--- src/rtl/lbm_pkg.sv ---
// Package for the LED bar level meter: payload structs, state encodings,
// register indexes and shared constants. No dependencies.
`timescale 1ns / 1ps
`default_nettype none

package lbm_pkg;

   localparam int DEFAULT_CHANNELS = 4;
   localparam int DEFAULT_MAX_LEDS = 32;
   localparam int MAX_RESULTS      = 4;
   localparam int MASK_W           = 32;

   localparam logic [15:0] FULL_SCALE       = 16'd32768;
   localparam logic [15:0] FULL_NEAR        = 16'd32767;
   localparam logic [7:0]  RESET_HOLD_COUNT = 8'd20;
   localparam logic [5:0]  RESET_LED_COUNT  = 6'd17;
   localparam logic [7:0]  RESET_HOLD_TICKS = 8'd20;
   localparam logic [15:0] RESET_DECAY      = 16'd46341;

   typedef enum logic {
      FUNC_LEVEL = 1'b0,
      FUNC_TICK  = 1'b1
   } func_type;

   typedef enum logic [1:0] {
      REG_LED_COUNT  = 2'd0,
      REG_HOLD_TICKS = 2'd1,
      REG_DECAY      = 2'd2,
      REG_ENABLE     = 2'd3
   } reg_index_type;

   typedef struct packed {
      logic        func;
      logic [1:0]  channel;
      logic [15:0] level;
      logic        frame_last;
   } req_type;

   typedef struct packed {
      logic [1:0]        bar_channel;
      logic [MASK_W-1:0] led_on_mask;
      logic [MASK_W-1:0] frame_on_mask;
      logic              last_bar;
   } rsp_type;

   typedef struct packed {
      logic [5:0]  led_count;
      logic [7:0]  hold_ticks;
      logic [15:0] decay_factor;
      logic        meter_enable;
   } cfg_type;

   // one memory word per channel
   typedef struct packed {
      logic [15:0] peak;
      logic [15:0] hold;
      logic [7:0]  countdown;
   } entry_type;

   localparam entry_type RESET_ENTRY = '{peak: FULL_SCALE, hold: FULL_SCALE,
                                         countdown: RESET_HOLD_COUNT};

   typedef struct packed {
      logic start;
   } walk_ctl_type;

   typedef struct packed {
      logic done;
   } walk_sts_type;

   typedef enum logic [1:0] {
      W_IDLE,
      W_STEP,
      W_DECAY
   } walk_state_type;

   typedef enum logic [2:0] {
      S_IDLE,
      S_LVL_RD,
      S_EM_START,
      S_EM_RD,
      S_EM_GO,
      S_EM_WALK,
      S_EM_OUT
   } ctl_state_type;

   function automatic logic [15:0] effective(input logic [15:0] v);
      return (v >= FULL_NEAR) ? FULL_SCALE : v;
   endfunction

endpackage

`default_nettype wire

--- src/rtl/lbm_ram.sv ---
// Generic single-port-write, single-port-read RAM with registered read data.
// No dependencies.
`timescale 1ns / 1ps
`default_nettype none

module lbm_ram #(
   parameter int WIDTH = 8,
   parameter int DEPTH = 4,
   localparam int AW = (DEPTH > 1) ? $clog2(DEPTH) : 1
) (
   input  wire logic                 clock,
   input  wire logic                 we,
   input  wire logic [AW-1:0]        waddr,
   input  wire logic [WIDTH-1:0]     wdata,
   input  wire logic                 re,
   input  wire logic [AW-1:0]        raddr,
   output logic      [WIDTH-1:0]     rdata
);

   logic [WIDTH-1:0] mem_ff [DEPTH];
   logic [WIDTH-1:0] rdata_ff;

   always_ff @(posedge clock) begin
      if (we) begin
         mem_ff[waddr] <= wdata;
      end
      if (re) begin
         rdata_ff <= mem_ff[raddr];
      end
   end

   assign rdata = rdata_ff;

endmodule

`default_nettype wire

--- src/rtl/lbm_csr.sv ---
// Configuration registers of the level meter, written over a valid/ready port.
// Depends on lbm_pkg.
`timescale 1ns / 1ps
`default_nettype none

module lbm_csr
   import lbm_pkg::*;
(
   input  wire logic        clock,
   input  wire logic        reset,
   input  wire logic        csr_valid,
   output logic             csr_ready,
   input  wire logic [1:0]  csr_index,
   input  wire logic [15:0] csr_wdata,
   output cfg_type          cfg
);

   cfg_type cfg_ff;

   assign csr_ready = 1'b1;

   always_ff @(posedge clock) begin
      if (reset) begin
         cfg_ff.led_count    <= RESET_LED_COUNT;
         cfg_ff.hold_ticks   <= RESET_HOLD_TICKS;
         cfg_ff.decay_factor <= RESET_DECAY;
         cfg_ff.meter_enable <= 1'b1;
      end else if (csr_valid && csr_ready) begin
         case (reg_index_type'(csr_index))
            REG_LED_COUNT:  cfg_ff.led_count    <= csr_wdata[5:0];
            REG_HOLD_TICKS: cfg_ff.hold_ticks   <= csr_wdata[7:0];
            REG_DECAY:      cfg_ff.decay_factor <= csr_wdata;
            REG_ENABLE:     cfg_ff.meter_enable <= csr_wdata[0];
            default: ;
         endcase
      end
   end

   assign cfg = cfg_ff;

endmodule

`default_nettype wire

--- src/rtl/lbm_walk.sv ---
// Threshold walker: steps the LED thresholds with one 16x16 multiplier,
// building the peak and hold masks, then forms the decayed peak.
// Depends on lbm_pkg.
`timescale 1ns / 1ps
`default_nettype none

module lbm_walk
   import lbm_pkg::*;
(
   input  wire logic              clock,
   input  wire logic              reset,
   input  wire walk_ctl_type      ctl,
   input  wire logic [15:0]       peak_eff,
   input  wire logic [15:0]       hold_eff,
   input  wire logic [15:0]       peak_raw,
   input  wire logic [5:0]        leds,
   input  wire logic [15:0]       decay,
   output walk_sts_type           sts,
   output logic [MASK_W-1:0]      led_mask,
   output logic [MASK_W-1:0]      frame_mask,
   output logic [15:0]            peak_decayed
);

   walk_state_type    state_ff, state_in;
   logic [5:0]        cnt_ff;
   logic [5:0]        leds_ff;
   logic [15:0]       t_ff;
   logic [15:0]       pv_ff, hv_ff, pr_ff;
   logic [MASK_W-1:0] led_mask_ff, frame_mask_ff;
   logic [15:0]       decayed_ff;
   logic              done_ff;
   logic [15:0]       mul_a;
   logic [31:0]       prod;
   logic              step_last;

   // the one multiplier: thresholds while stepping, the peak at the end
   assign mul_a     = (state_ff == W_DECAY) ? pr_ff : t_ff;
   assign prod      = mul_a * decay;
   assign step_last = (cnt_ff == leds_ff - 6'd1);

   always_comb begin
      state_in = state_ff;
      case (state_ff)
         W_IDLE: begin
            if (ctl.start) begin
               state_in = (leds == 6'd0) ? W_DECAY : W_STEP;
            end
         end
         W_STEP: begin
            if (step_last) begin
               state_in = W_DECAY;
            end
         end
         W_DECAY: state_in = W_IDLE;
         default: state_in = W_IDLE;
      endcase
   end

   always_ff @(posedge clock) begin
      if (reset) begin
         state_ff <= W_IDLE;
         done_ff  <= 1'b0;
      end else begin
         state_ff <= state_in;
         done_ff  <= (state_ff == W_DECAY);
      end
   end

   always_ff @(posedge clock) begin
      case (state_ff)
         W_IDLE: begin
            if (ctl.start) begin
               pv_ff         <= peak_eff;
               hv_ff         <= hold_eff;
               pr_ff         <= peak_raw;
               leds_ff       <= leds;
               t_ff          <= FULL_SCALE;
               cnt_ff        <= 6'd0;
               led_mask_ff   <= '0;
               frame_mask_ff <= '0;
            end
         end
         W_STEP: begin
            led_mask_ff[cnt_ff[4:0]]   <= (pv_ff >= t_ff);
            frame_mask_ff[cnt_ff[4:0]] <= (hv_ff >= t_ff);
            t_ff   <= prod[31:16];
            cnt_ff <= cnt_ff + 6'd1;
         end
         W_DECAY: decayed_ff <= prod[31:16];
         default: ;
      endcase
   end

   assign sts.done     = done_ff;
   assign led_mask     = led_mask_ff;
   assign frame_mask   = frame_mask_ff;
   assign peak_decayed = decayed_ff;

endmodule

`default_nettype wire

--- src/rtl/led_bar_level_meter_peak_hold.sv ---
// Multichannel LED bar level meter with peak hold. Per-channel peak, hold and
// hold countdown live in one small RAM; entries never written read as reset
// values through a valid bit per channel. A level item reads its channel and
// writes it back, followed by an emission when it closes a frame. An
// emission (frame end, or a tick while enabled) visits every channel: read,
// walk the LED thresholds one per cycle on the single multiplier, write back;
// an emission is held while the result channel stalls. Results of the first
// four channels go out in channel order through an output register.
// Depends on lbm_pkg, lbm_ram, lbm_csr, lbm_walk.
`timescale 1ns / 1ps
`default_nettype none

module led_bar_level_meter_peak_hold
   import lbm_pkg::*;
#(
   parameter int CHANNELS = DEFAULT_CHANNELS,
   parameter int MAX_LEDS = DEFAULT_MAX_LEDS
) (
   input  wire logic        clock,
   input  wire logic        reset,
   input  wire logic        req_valid,
   output logic             req_stall,
   input  wire req_type     req_data,
   output logic             rsp_valid,
   input  wire logic        rsp_stall,
   output rsp_type          rsp_data,
   input  wire logic        csr_valid,
   output logic             csr_ready,
   input  wire logic [1:0]  csr_index,
   input  wire logic [15:0] csr_wdata
);

   localparam int AW        = (CHANNELS > 1) ? $clog2(CHANNELS) : 1;
   localparam int EMIT_CNT  = (CHANNELS < MAX_RESULTS) ? CHANNELS : MAX_RESULTS;
   localparam logic [AW-1:0] LAST_IDX = AW'(CHANNELS - 1);
   localparam logic [AW-1:0] LAST_EMIT = AW'(EMIT_CNT - 1);
   localparam logic [5:0]    LED_CAP  = 6'(MAX_LEDS);

   cfg_type       cfg;
   ctl_state_type state_ff, state_in;

   logic          tick_ff, last_ff;
   logic [15:0]   level_ff;
   logic [AW-1:0] idx_ff;
   logic [AW-1:0] rd_addr_ff, rd_addr;
   logic [CHANNELS-1:0] valid_ff;
   entry_type     entry_ff, rd_entry, wr_entry;
   logic [$bits(entry_type)-1:0] ram_rdata;
   logic          ram_re, ram_we;
   logic [AW-1:0] ram_waddr;

   logic          rsp_valid_ff;
   rsp_type       rsp_data_ff;
   logic          load_out, out_free, emitted, ch_ok;
   logic [5:0]    leds;
   logic [7:0]    cd_next;

   walk_ctl_type      walk_ctl;
   walk_sts_type      walk_sts;
   logic [MASK_W-1:0] led_mask, frame_mask;
   logic [15:0]       peak_decayed;

   lbm_csr u_csr (
      .clock     (clock),
      .reset     (reset),
      .csr_valid (csr_valid),
      .csr_ready (csr_ready),
      .csr_index (csr_index),
      .csr_wdata (csr_wdata),
      .cfg       (cfg)
   );

   lbm_ram #(
      .WIDTH ($bits(entry_type)),
      .DEPTH (CHANNELS)
   ) u_ram (
      .clock (clock),
      .we    (ram_we),
      .waddr (ram_waddr),
      .wdata (wr_entry),
      .re    (ram_re),
      .raddr (rd_addr),
      .rdata (ram_rdata)
   );

   assign leds = (cfg.led_count > LED_CAP) ? LED_CAP : cfg.led_count;

   lbm_walk u_walk (
      .clock        (clock),
      .reset        (reset),
      .ctl          (walk_ctl),
      .peak_eff     (effective(entry_ff.peak)),
      .hold_eff     (effective(entry_ff.hold)),
      .peak_raw     (entry_ff.peak),
      .leds         (leds),
      .decay        (cfg.decay_factor),
      .sts          (walk_sts),
      .led_mask     (led_mask),
      .frame_mask   (frame_mask),
      .peak_decayed (peak_decayed)
   );

   // never-written entries read as reset values
   assign rd_entry = valid_ff[rd_addr_ff] ? entry_type'(ram_rdata) : RESET_ENTRY;

   assign ch_ok    = (32'(req_data.channel) < CHANNELS);
   assign emitted  = (32'(idx_ff) < EMIT_CNT);
   assign out_free = !rsp_valid_ff || !rsp_stall;
   assign cd_next  = (entry_ff.countdown != 8'd0) ? entry_ff.countdown - 8'd1 : 8'd0;

   always_comb begin
      state_in       = state_ff;
      ram_re         = 1'b0;
      rd_addr        = idx_ff;
      ram_we         = 1'b0;
      ram_waddr      = rd_addr_ff;
      wr_entry       = rd_entry;
      walk_ctl.start = 1'b0;
      load_out       = 1'b0;
      req_stall      = (state_ff != S_IDLE);
      case (state_ff)
         S_IDLE: begin
            if (req_valid) begin
               if (req_data.func == FUNC_LEVEL) begin
                  if (ch_ok) begin
                     ram_re   = 1'b1;
                     rd_addr  = AW'(req_data.channel);
                     state_in = S_LVL_RD;
                  end else if (req_data.frame_last) begin
                     state_in = S_EM_START;
                  end
               end else if (cfg.meter_enable) begin
                  state_in = S_EM_START;
               end
            end
         end
         S_LVL_RD: begin
            ram_we = 1'b1;
            if (level_ff > rd_entry.peak) begin
               wr_entry.peak = level_ff;
            end
            if (level_ff > rd_entry.hold) begin
               wr_entry.hold      = level_ff;
               wr_entry.countdown = cfg.hold_ticks;
            end
            state_in = last_ff ? S_EM_START : S_IDLE;
         end
         S_EM_START: begin
            ram_re   = 1'b1;
            state_in = S_EM_RD;
         end
         S_EM_RD: state_in = S_EM_GO;
         S_EM_GO: begin
            walk_ctl.start = 1'b1;
            state_in       = S_EM_WALK;
         end
         S_EM_WALK: begin
            if (walk_sts.done) begin
               state_in = S_EM_OUT;
            end
         end
         S_EM_OUT: begin
            // interlock: wait while the previous bar still sits in the output
            if (!emitted || out_free) begin
               load_out           = emitted;
               ram_we             = 1'b1;
               ram_waddr          = idx_ff;
               wr_entry.countdown = cd_next;
               wr_entry.hold      = (cd_next == 8'd0) ? entry_ff.peak : entry_ff.hold;
               wr_entry.peak      = tick_ff ? peak_decayed : entry_ff.peak;
               state_in           = (idx_ff == LAST_IDX) ? S_IDLE : S_EM_START;
            end
         end
         default: state_in = S_IDLE;
      endcase
   end

   always_ff @(posedge clock) begin
      if (reset) begin
         state_ff     <= S_IDLE;
         valid_ff     <= '0;
         rsp_valid_ff <= 1'b0;
      end else begin
         state_ff <= state_in;
         if (ram_we) begin
            valid_ff[ram_waddr] <= 1'b1;
         end
         if (load_out) begin
            rsp_valid_ff <= 1'b1;
         end else if (!rsp_stall) begin
            rsp_valid_ff <= 1'b0;
         end
      end
   end

   always_ff @(posedge clock) begin
      if (ram_re) begin
         rd_addr_ff <= rd_addr;
      end
      if (state_ff == S_IDLE && req_valid) begin
         tick_ff  <= (req_data.func == FUNC_TICK);
         last_ff  <= req_data.frame_last;
         level_ff <= req_data.level;
         idx_ff   <= '0;
      end else if (state_ff == S_EM_OUT && ram_we && idx_ff != LAST_IDX) begin
         idx_ff <= idx_ff + AW'(1);
      end
      if (state_ff == S_EM_RD) begin
         entry_ff <= rd_entry;
      end
      if (load_out) begin
         rsp_data_ff.bar_channel   <= 2'(idx_ff);
         rsp_data_ff.led_on_mask   <= led_mask;
         rsp_data_ff.frame_on_mask <= frame_mask;
         rsp_data_ff.last_bar      <= (idx_ff == LAST_EMIT);
      end
   end

   assign rsp_valid = rsp_valid_ff;
   assign rsp_data  = rsp_data_ff;

`ifndef SYNTHESIS
   a_walk_done_in_walk: assert property (@(posedge clock) disable iff (reset)
      walk_sts.done |-> state_ff == S_EM_WALK)
      else $error("walker finished outside the walk state");

   a_out_interlock: assert property (@(posedge clock) disable iff (reset)
      (state_ff == S_EM_OUT && emitted && rsp_valid_ff && rsp_stall)
      |=> state_ff == S_EM_OUT && $stable(idx_ff))
      else $error("bar advanced while the output register was full");

   // index is loaded on the beat that leaves idle
   a_idx_range: assert property (@(posedge clock) disable iff (reset)
      state_ff != S_IDLE |-> 32'(idx_ff) < CHANNELS)
      else $error("channel index out of range");

   a_write_states: assert property (@(posedge clock) disable iff (reset)
      ram_we |-> (state_ff == S_LVL_RD || state_ff == S_EM_OUT))
      else $error("state memory written in an unexpected state");
`endif

endmodule

`default_nettype wire

--- config.mk ---
export PLATFORM = sky130hd
export DESIGN_NAME = led_bar_level_meter_peak_hold
export DESIGN_NICKNAME = d
export VERILOG_FILES = /design/src/rtl/lbm_pkg.sv /design/src/rtl/lbm_ram.sv /design/src/rtl/lbm_csr.sv /design/src/rtl/lbm_walk.sv /design/src/rtl/led_bar_level_meter_peak_hold.sv
export SDC_FILE = /design/constraint.sdc
export NUM_CORES = 1
export LEC_CHECK = 0
export ABC_AREA = 0
export BUFFER_PORTS_ARGS = -buffer_cell sky130_fd_sc_hd__buf_2
export CAP_MARGIN = 20
export CELL_PAD_IN_SITES_DETAIL_PLACEMENT = 1
export CELL_PAD_IN_SITES_GLOBAL_PLACEMENT = 1
export CORE_MARGIN = 5
export CORE_UTILIZATION = 55
export CTS_CLUSTER_DIAMETER = 150
export CTS_CLUSTER_SIZE = 25
export DETAILED_ROUTE_END_ITERATION = 10
export PLACE_DENSITY = 0.87
export SYNTH_ARGS = -nofsm -noshare
export SYNTH_HDL_FRONTEND = slang
export SYNTH_SLANG_ARGS = --single-unit
--- constraint.sdc ---
create_clock -name clock -period 13.65 [get_ports clock]
set_clock_uncertainty 0.05 [all_clocks]
set_input_delay 0.6825 -clock clock [delete_from_list [all_inputs] [get_ports clock]]
set_output_delay 0.6825 -clock clock [all_outputs]
set_load 0.02 [all_outputs]
==> flow_metrics.py, run 1 <==
metrics = {
    "place": {
        "place.gp.congestion": 0.9460,
        "dp_slack_ps": 6577,
        "io_buffers": 111,
        "hpwlAfterDp_mm": 65.74,
        "placed_cell_area_sq_um": 32420,
        "placed_cells": 3526,
    },
    "global_route": {
        "grt_use_total_pct": 29.14,
        "grt-ovfl-total": 0,
        "grt_max_degree": 87,
        "grt_first_pass_wirelength_mm": 138.0,
        "antenna_found_initial": 1,
        "grt_pass1_vias": 23910,
    },
    "clock_tree": {
        "cts.repair.resized": 0,
        "numClockSinks": 527,
        "htree_num_levels": 1,
        "worst_skew_pair.late_latency_ps": 630,
        "numCtsBuffers": 25,
        "clk_pin_slew_ps": 120,
        "post_cts_buffers": 0,
        "cts_buffer_depth": 3,
        "cts_tree": "built",
        "root_buffer": "clkbuf_16",
        "hold_buffers": 0,
    },
    "detailed_routing": {
        "vias_per_cell": 6.098,
        "dr.pass1.iters": 5,
        "drc": 0,
        "num_vias": 21740,
        "wl_per_cell_microns": 25.17,
        "ant_nets": 0,
        "drtIter0Drc": 1811,
        "wl_mm": 89.74,
    },
    "timing": {
        "tightest_slew_ps": 1046,
        "relSlewSlack_pct": 29.91,
        "rsz0062_at_grt": "false",
        "hold_viol": 0,
        "period_share_pct": 52.26,
        "maxSlewViolCount": 0,
        "setup_tns_ps": 0,
        "period_minus_slack_ps": 7134,
        "fmax_ghz": 0.1402,
        "setup_violations": 0,
        "timing.final.ws_setup_ps": 6516,
    },
    "power": {
        "clkPwrFrac_pct": 15.7,
        "internal-power_mw": 3.222,
        "p_leak_nw": 13.72,
        "p_comb_share_pct": 47.7,
        "swShare_pct": 41.49,
        "power_density_nw_per_um2": 166.0,
        "p_sw_mw": 2.285,
        "seqPwrFrac_pct": 36.6,
        "irDropWorstVdd_uv": 201.0,
    },
    "worst_setup_path": {
        "r2r_cells": 21,
        "path_max_fanout": 18,
        "critPathKind": "reg -> reg",
        "r2r_end": "u_walk.t_ff[14]",
        "r2r_start": "u_walk.state_ff[0]",
        "crit_path_end": "u_walk.t_ff[14]",
        "critPathLaunch": "u_walk.state_ff[0]",
        "worst_setup_path_start_kind": "flip-flop",
        "r2r_slack_ps": 6520,
        "cp.required_ps": 13960,
        "cp_data_arrival_time_ps": 7440,
        "cp-end-kind": "flip-flop",
    },
    "floorplanning": {
        "die_h_microns": 247.8,
        "coreArea_sq_um": 56170,
        "dieArea_sq_um": 61400,
        "ioPinCount": 113,
        "rows": 87,
        "fp.dieW_microns": 247.8,
        "start_util_pct": 55.37,
    },
    "cells_and_area": {
        "diodes": 0,
        "fillCellCount": 5912,
        "fin_area_sq_um": 33170,
        "final_nets": 3208,
        "drive_above_1_share_pct": 7.758,
        "fin_cells": 3566,
        "synthToLayoutAreaGrowth_pct": 6.662,
    },
    "synth": {
        "synthDominantCellAreaShare_pct": 46.64,
        "synth-seq-cells": 527,
        "syn_nets": 3172,
        "seq_area_frac_synth_pct": 49.47,
        "synth_area_leaders": "edfxtp_1 47%, fa_1 12%, ha_1 7.0%",
        "async_flop_share_pct": 0,
        "yosysMostFrequentCell": "edfxtp_1",
        "ys.flop_type": "edfxtp_1",
        "synth_edf_count": 483,
        "yosysTopAreaCell": "edfxtp_1",
        "syn_area_sq_um": 31100,
        "yosysWarnings": 0,
        "yosysUniqueCellTypes": 86,
        "netlist_instances": 2763,
        "syn_avg_cell_area_sq_um": 11.26,
        "yosys-top-cells-count": "483 x edfxtp_1, 460 x nand2_1, 304 x inv_1, 193 x fa_1, 173 x ha_1",
    },
    "job": {
        "drv_cap": 0,
    },
    "status": {
        "run_status": "completed",
    },
    "worst_hold_path": {
        "hp-class": "in -> reg",
        "whs_path_depth": 1,
    },
}
[per-stage QoR]
step,total power [mW],utilization [%],hold WS [ps]
floorplan,3.796,-,369.5
global placement,4.495,57.63,377.4
CTS,5.487,58.99,155.1
global route,5.841,59.06,160.6
finish,5.507,59.06,177.2
detailed placement,4.622,57.72,384.3
[worst max-delay path, cell delays in order, from the launching register on]
cell and delay [ps]:
dfxtp_1 480, nand2b_4 370, mux2_2 540, and2_1 240, fa_1 540, inv_1 60, fa_1 540, inv_1 60
fa_1 440, fa_1 500, fa_1 550, inv_1 60, fa_1 540, inv_1 50, ha_1 380, nand2_1 180
o21ai_1 130, or3_1 350, o22ai_1 170, a21oi_1 130, o311ai_1 390, nor3_1 110
[layout make-up]
cell class / count / area [sq um] / area share [%]
Inverter: 305 / 1145 / 3.451
Clock buffer: 35 / 663.1 / 1.999
Sequential cell: 527 / 15380 / 46.38
Tap cell: 756 / 945.9 / 2.852
Timing Repair Buffer: 137 / 804.5 / 2.425
Clock inverter: 3 / 48.80 / 0.1471
Multi-Input combinational cell: 1803 / 14180 / 42.75
[worst min path at each step]
stage,from,slack (ps),to
2_1_floorplan,u_walk.led_mask[9],370,rsp_data[42]
3_3_place_gp,u_walk.frame_mask[3],380,rsp_data[4]
3_5_place_dp,u_walk.led_mask[31],380,rsp_data[64]
4_1_cts,req_data[10],160,level_ff[9]
5_1_grt,req_data[10],160,level_ff[9]
6_report,req_data[7],180,level_ff[6]
[per-layer routing]
metal  vias to the layer above  GRT usage, %  part of all wire (%)
met4                         2         13.66                   5.6
li1                       9483             -                     -
met5                         -             0                 0.014
met3                       261         3.478                   5.7
met1                     11160         36.67                    38
met2                       836         50.56                    50
[power groups by stage]
stage	logic [mW]	registers, mW	clock network [mW]
final	2.62	2.02	0.867
after global routing	2.87	2.02	0.948
after CTS	2.60	2.01	0.876
after detailed placement	2.57	2.05	0
after global placement	2.45	2.04	0
after floorplan	1.79	2.01	0
[kinds of logic (layout without fill, tap and decap cells)]
| family | count (synthesis) | count (layout) | share of synthesized area [%] |
|---|---|---|---|
| AO/OA/AOI/OAI | 369 | 369 | 7.777 |
| XOR/XNOR | 31 | 31 | 0.8730 |
| adder cells (fa/ha/maj) | 366 | 366 | 19.38 |
| buffers and inverters | 433 | 480 | 5.323 |
| flip-flops | 527 | 527 | 49.47 |
| multiplexers | 72 | 72 | 2.450 |
| other | 1 | 1 | 0.01206 |
| AND/OR/NAND/NOR | 964 | 964 | 14.71 |
[placed cells by master (no fill, tap or decap), drive strengths merged, types with 22 or more instances in the layout]
cell type and count:
edfxtp 483, nand2 460, inv 307, fa 193, ha 173, and2 161, buf 137, nor2 122
a21oi 105, o21ai 81, mux2i 54, and3 48, a31oi 46, dfxtp 44, nor3 39, clkbuf 35
a21o 31, nand2b 30, o221ai 23, nand4 22
[sequential cells by signal, indices dropped and copies added (netlist names), 2 cells and up]
signal	cells
u_walk.cnt_ff	6
valid_ff	4
u_walk.led_mask	32
u_walk.hv_ff	16
entry_ff	40
idx_ff	2
u_walk.t_ff	16
u_walk.peak_decayed	16
u_ram.mem_ff	160
u_walk.frame_mask	32
state_ff	3
u_ram.rdata	40
u_csr.cfg	31
u_walk.pr_ff	16
rsp_data	67
u_walk.pv_ff	16
level_ff	16
u_walk.state_ff	2
u_walk.leds_ff	6
rd_addr_ff	2
Power figures use the tool's default switching activity.
==> run 2, diff against run 1 <==
--- a/config.mk
+++ b/config.mk
@@ -5,17 +5,17 @@
 export SDC_FILE = /design/constraint.sdc
 export NUM_CORES = 1
 export LEC_CHECK = 0
-export ABC_AREA = 0
+export ABC_AREA = 1
 export BUFFER_PORTS_ARGS = -buffer_cell sky130_fd_sc_hd__buf_2
 export CAP_MARGIN = 20
 export CELL_PAD_IN_SITES_DETAIL_PLACEMENT = 1
 export CELL_PAD_IN_SITES_GLOBAL_PLACEMENT = 1
 export CORE_MARGIN = 5
-export CORE_UTILIZATION = 55
+export CORE_UTILIZATION = 45
 export CTS_CLUSTER_DIAMETER = 150
 export CTS_CLUSTER_SIZE = 25
 export DETAILED_ROUTE_END_ITERATION = 10
-export PLACE_DENSITY = 0.87
+export PLACE_DENSITY = 0.78
 export SYNTH_ARGS = -nofsm -noshare
 export SYNTH_HDL_FRONTEND = slang
 export SYNTH_SLANG_ARGS = --single-unit
==> constraint.sdc (replaced) <==
create_clock -name clock -period 6.5 [get_ports clock]
set_clock_uncertainty 0.05 [all_clocks]
set_input_delay 0.325 -clock clock [delete_from_list [all_inputs] [get_ports clock]]
set_output_delay 0.325 -clock clock [all_outputs]
set_load 0.02 [all_outputs]
==> run 2 against run 1 <==
Compared with the run above: cell count is 23% higher; setup slack lost 6300 ps; synthesized cell count is 18% higher; die area is 23% higher; wire length rose by 1.6%.
==> flow_metrics.py, run 2 <==
metrics = {
    "cells_and_area": {
        "most-common-layout-cells": "610 x inv_1, 566 x nand2_1, 483 x edfxtp_1, 358 x nor2_1",
        "drive_above_1_share_pct": 9.652,
        "fin_cells": 4391,
        "regArea_sq_um": 15380,
        "fin_util_pct": 50.32,
        "final_nets": 3851,
        "regMostFlops": "u_ram.mem_ff",
        "fillCellCount": 7919,
        "multiInputGateArea_sq_um": 13740,
        "synthToLayoutAreaGrowth_pct": 11.05,
        "final_common_cell": "inv_1",
        "largest_reg_flops": 160,
    },
    "timing": {
        "hold_viol": 0,
        "fmax_ghz": 0.1594,
        "tightest_slew_ps": 1065,
        "period_share_pct": 96.51,
        "setup_violations": 0,
        "setup_tns_ps": 0,
        "maxSlewViolCount": 0,
        "period_minus_slack_ps": 6273,
        "holdWs_ps": 51.10,
        "relSlewSlack_pct": 29.02,
    },
    "synth": {
        "yosysWarnings": 0,
        "yosysMostFrequentCell": "inv_1",
        "synth_area_leaders": "edfxtp_1 46%, fa_1 12%, inv_1 7.3%",
        "syn_avg_cell_area_sq_um": 9.696,
        "synthDominantCellAreaShare_pct": 45.79,
        "async_flop_share_pct": 0,
        "netlist_instances": 3267,
        "syn_nets": 3676,
        "ys.flop_type": "edfxtp_1",
        "yosys-top-cells-count": "619 x inv_1, 571 x nand2_1, 483 x edfxtp_1, 372 x nor2_1, 196 x o21ai_0",
        "syn_area_sq_um": 31680,
        "yosysUniqueCellTypes": 51,
        "synth_edf_count": 483,
        "yosysTopAreaCell": "edfxtp_1",
        "seq_area_frac_synth_pct": 48.57,
        "synth-seq-cells": 527,
    },
    "floorplanning": {
        "dieArea_sq_um": 75800,
        "coreArea_sq_um": 69910,
        "ioPinCount": 113,
        "fp.dieW_microns": 275.3,
        "start_util_pct": 45.31,
        "rows": 97,
        "die_h_microns": 275.3,
    },
    "worst_setup_path": {
        "crit_path_end": "u_walk.t_ff[1]",
        "cp-end-kind": "flip-flop",
        "cp.required_ps": 6900,
        "r2r_end": "u_walk.t_ff[1]",
        "worst_setup_path_start_kind": "flip-flop",
        "r2r_start": "u_walk.t_ff[6]",
        "r2r_cells": 24,
        "critPathKind": "reg -> reg",
        "cp_data_arrival_time_ps": 6670,
        "critPathLaunch": "u_walk.t_ff[6]",
        "r2r_slack_ps": 230,
        "path_max_fanout": 5,
    },
    "clock_tree": {
        "cts_tree": "built",
        "root_buffer": "clkbuf_16",
        "numClockSinks": 527,
        "numCtsBuffers": 25,
        "cts_buffer_depth": 3,
        "worst_skew_pair.late_latency_ps": 600,
        "htree_num_levels": 1,
        "clk_pin_slew_ps": 110,
    },
    "place": {
        "io_buffers": 111,
        "place.gp.congestion": 0.9575,
        "hpwlAfterDp_mm": 69.88,
        "placed_cells": 4309,
    },
    "global_route": {
        "grt-ovfl-total": 0,
        "grt_pass1_vias": 24640,
        "met2_usage_pct": 42.03,
        "busiest_layer": "met2",
        "grt_first_pass_wirelength_mm": 139.5,
        "grt_use_total_pct": 23.72,
        "grt_max_degree": 82,
        "grtUsageMet3_pct": 2.460,
        "use_met1_pct": 30.60,
        "antenna_found_initial": 2,
    },
    "detailed_routing": {
        "vias_per_cell": 5.293,
        "wl_per_cell_microns": 20.76,
        "wl_mm": 91.18,
        "drc": 0,
        "ant_nets": 0,
        "drtIter0Drc": 1475,
        "dr.pass1.iters": 5,
        "num_vias": 23240,
    },
    "worst_hold_path": {
        "hp-class": "in -> reg",
    },
    "job": {
        "drv_cap": 0,
    },
    "status": {
        "run_status": "completed",
    },
}
## run 2: critical path, stage by stage (launching register included)
cell	delay [ps]
edfxtp_1	380
inv_1	240
nand2_1	90
o21ai_1	150
buf_4	220
nor2_1	70
fa_1	550
inv_1	60
fa_1	520
fa_1	540
inv_1	60
fa_1	470
fa_1	560
inv_1	60
fa_1	550
inv_1	80
ha_4	260
nand2_1	60
nand2_1	70
a31oi_1	280
nor2_1	80
nor2_1	90
nand2_1	100
xor2_1	350
and2_1	180
## run 2: through the flow
step                setup slack (ps)  instance area (sq um)
floorplan                      309.0                  31680
global placement               26.87                  33740
detailed placement            -114.3                  33740
CTS                            11.14                  34820
global route                  -30.12                  35180
finish                         226.8                  35180
## run 2: worst min-delay path by stage
stage | start | end | slack [ps] | depth (start not counted)
finish | rsp_stall | rsp_valid | 50 | 3
global route | rsp_stall | rsp_valid | 70 | 3
CTS | rsp_stall | rsp_valid | 50 | 3
detailed placement | u_walk.led_mask[31] | rsp_data[64] | 390 | 0
global placement | u_walk.frame_mask[22] | rsp_data[23] | 380 | 0
floorplan | req_data[0] | last_ff | 370 | 0
## run 2: what timing repair did
item | CTS | global route
buffers inserted | 1 | 7
resized for setup | 8 | 66
pin swaps | 0 | 14
endpoints found under the hold margin | 43 | 0
endpoints found under the setup margin | 11 | 32
hold buffers | 38 | 0
## run 2: area by class of cell
type,instances,area share (%)
Multi-Input combinational cell,2002,39.05
Antenna cell,1,0.007114
Clock buffer,33,1.864
Clock inverter,2,0.09248
Tap cell,940,3.343
Inverter,634,6.961
Sequential cell,527,43.73
Timing Repair Buffer,252,4.951
## run 2: logic make-up (layout without fill, tap and decap cells)
kind of cell | count (synthesis) | in the layout | share of synthesized area, %
buf+inv | 738 | 921 | 9.037
fa+ha+maj | 366 | 366 | 19.03
flops | 527 | 527 | 48.57
other cells | 1 | 2 | 0.01184
simple gates | 1107 | 1107 | 14.06
compound gates | 510 | 510 | 8.796
xor+xnor | 18 | 18 | 0.4977
## run 2: metal layers
layer  vias up  part of all wire, %
met1     11660                   42
met2       539                   50
li1      10890                    -
met3       157                  4.4
met4         0                  4.0
met5         -                    0
Power of run 2 is not shown: default switching activity piles up to over one toggle a cycle in this logic, so the estimate is an artifact.
==> run 3, diff against run 2 <==
--- a/config.mk
+++ b/config.mk
@@ -6,15 +6,15 @@
 export NUM_CORES = 1
 export LEC_CHECK = 0
 export ABC_AREA = 1
-export BUFFER_PORTS_ARGS = -buffer_cell sky130_fd_sc_hd__buf_2
 export CAP_MARGIN = 20
-export CELL_PAD_IN_SITES_DETAIL_PLACEMENT = 1
+export CELL_PAD_IN_SITES_DETAIL_PLACEMENT = 0
 export CELL_PAD_IN_SITES_GLOBAL_PLACEMENT = 1
 export CORE_MARGIN = 5
-export CORE_UTILIZATION = 45
+export CORE_UTILIZATION = 46
 export CTS_CLUSTER_DIAMETER = 150
 export CTS_CLUSTER_SIZE = 25
 export DETAILED_ROUTE_END_ITERATION = 10
+export DONT_BUFFER_PORTS = 1
 export PLACE_DENSITY = 0.78
 export SYNTH_ARGS = -nofsm -noshare
 export SYNTH_HDL_FRONTEND = slang
==> run 3 against run 2 <==
Compared with the run above: global-route usage is 0.90 points lower; via count decreased by 3.1%; worst hold slack worse by 10 ps.
==> flow_metrics.py, run 3 (synthesis gave the netlist of run 2 again) <==
metrics = {
    "cells_and_area": {
        "fin_area_sq_um": 35000,
        "synthToLayoutAreaGrowth_pct": 10.48,
        "drive_above_1_share_pct": 8.351,
        "diodes": 0,
        "largest_reg_flops": 160,
        "final_nets": 3773,
        "most-common-layout-cells": "607 x inv_1, 559 x nand2_1, 483 x edfxtp_1, 354 x nor2_1, 186 x o21ai_0",
        "regMostFlops": "u_ram.mem_ff",
        "final_common_cell": "inv_1",
    },
    "clock_tree": {
        "numClockSinks": 527,
        "cts_buffer_depth": 3,
        "htree_num_levels": 1,
        "root_buffer": "clkbuf_16",
        "cts_tree": "built",
        "clk_pin_slew_ps": 100,
        "worst_skew_pair.late_latency_ps": 610,
        "numCtsBuffers": 25,
    },
    "timing": {
        "rsz0062_at_grt": "false",
        "setup_violations": 0,
        "tightest_slew_ps": 1095,
        "fmax_ghz": 0.1594,
        "setup_tns_ps": 0,
        "hold_viol": 0,
        "maxSlewViolCount": 0,
        "period_minus_slack_ps": 6275,
        "relSlewSlack_pct": 26.98,
        "period_share_pct": 96.53,
    },
    "floorplanning": {
        "die_h_microns": 272.4,
        "fp.dieW_microns": 272.4,
        "coreArea_sq_um": 68470,
        "start_util_pct": 46.27,
        "rows": 96,
        "ioPinCount": 113,
        "dieArea_sq_um": 74210,
    },
    "worst_hold_path": {
        "hp-class": "in -> reg",
        "hp-start": "csr_valid",
    },
    "detailed_routing": {
        "wl_mm": 85.41,
        "dr.pass1.iters": 5,
        "vias_per_cell": 5.289,
        "drc": 0,
        "drtIter0Drc": 1705,
        "wl_per_cell_microns": 20.05,
        "num_vias": 22530,
        "ant_nets": 0,
    },
    "worst_setup_path": {
        "cp_data_arrival_time_ps": 6550,
        "cp-end-kind": "flip-flop",
        "critPathKind": "reg -> reg",
        "path_max_fanout": 11,
        "cp_slowest_cell": "fa_1",
        "cp_common_cell": "nand2_1",
        "critPathLaunch": "u_walk.state_ff[0]",
        "worst_setup_path_start_kind": "flip-flop",
        "cp.required_ps": 6780,
        "cpPeakStageDelay_ps": 560,
        "r2r_start": "u_walk.state_ff[0]",
    },
    "global_route": {
        "grt_use_total_pct": 22.82,
        "antenna_found_initial": 0,
        "grt_max_degree": 84,
        "grt-ovfl-total": 0,
        "grt_first_pass_wirelength_mm": 132.8,
        "grt_pass1_vias": 22920,
    },
    "place": {
        "placed_cell_area_sq_um": 33350,
        "io_buffers": 0,
        "place.gp.congestion": 0.9590,
        "hpwlAfterDp_mm": 65.59,
    },
    "status": {
        "run_status": "completed",
    },
    "job": {
        "drv_cap": 0,
    },
}
## run 3: cell count changes in the layout (fill, tap and decap cells not counted), sizes merged
cell / before / now
diode: 1 / 0
bufinv: 4 / 0
dlygate4sd3: 38 / 45
buf: 214 / 129
inv: 621 / 627
clkbuf: 33 / 37
clkinvlp: 2 / 1
## run 3: final cells by class
class	count	area, sq um
fill	6280	33470
multi-input combinational	2002	13840
sequential	527	15390
clock inverter	3	47.55
tap	882	1104
inverter	634	2392
timing repair buffer	174	1553
clock buffer	37	670.6
## run 3: metrics by stage
step / util [%] / hold slack (ps) / setup WS, ps / instances
2_1_floorplan: - / 373.9 / 309.0 / 3267
3_3_place_gp: 48.72 / 346.9 / -270.2 / 4164
3_5_place_dp: 48.72 / 349.0 / -364.8 / 4164
4_1_cts: 50.51 / 13.79 / -15.64 / 4252
5_1_grt: 51.12 / 39.42 / 3.611 / 4259
6_report: 51.12 / 41.03 / 225.3 / 4259
## run 3: path summary, 6_finish.rpt
check | end | slack [ps] | cells past startpoint
setup / recovery | u_walk.t_ff[0] | 230 | 28
hold / removal | u_csr.cfg[21] | 40 | 4
setup reg to reg | u_walk.t_ff[0] | 230 | 28
hold reg to reg | rsp_data[35] | 400 | 0
## run 3: worst max-delay path, delay by kind of cell, from the launching register on
kind / cells / cell delay (ps)
AOI/OAI and AO/OA: 2 / 350
xor gates and xnor gates: 1 / 240
adders and majority gates: 7 / 3190
buffers and inverters: 9 / 950
DFF: 1 / 350
and+or+nand+nor: 9 / 850
## run 3: routing by layer
layer / global-route usage, % / vias to the layer above / wire length, microns
met5: 0 / - / 0
met4: 6.538 / 0 / 2900
met3: 2.290 / 123 / 3585
met2: 40.25 / 597 / 42490
met1: 30.14 / 11060 / 36420
li1: - / 10750 / -
## run 3: timing repair
item | CTS | global route
hold endpoints to repair | 58 | 0
endpoints found under the setup margin | 32 | 32
hold buffers | 45 | 0
pin swaps | 2 | 30
gates resized for setup | 13 | 99
cloned | 0 | 0
buffers inserted | 3 | 7
Power of run 3 is left out for the same reason.
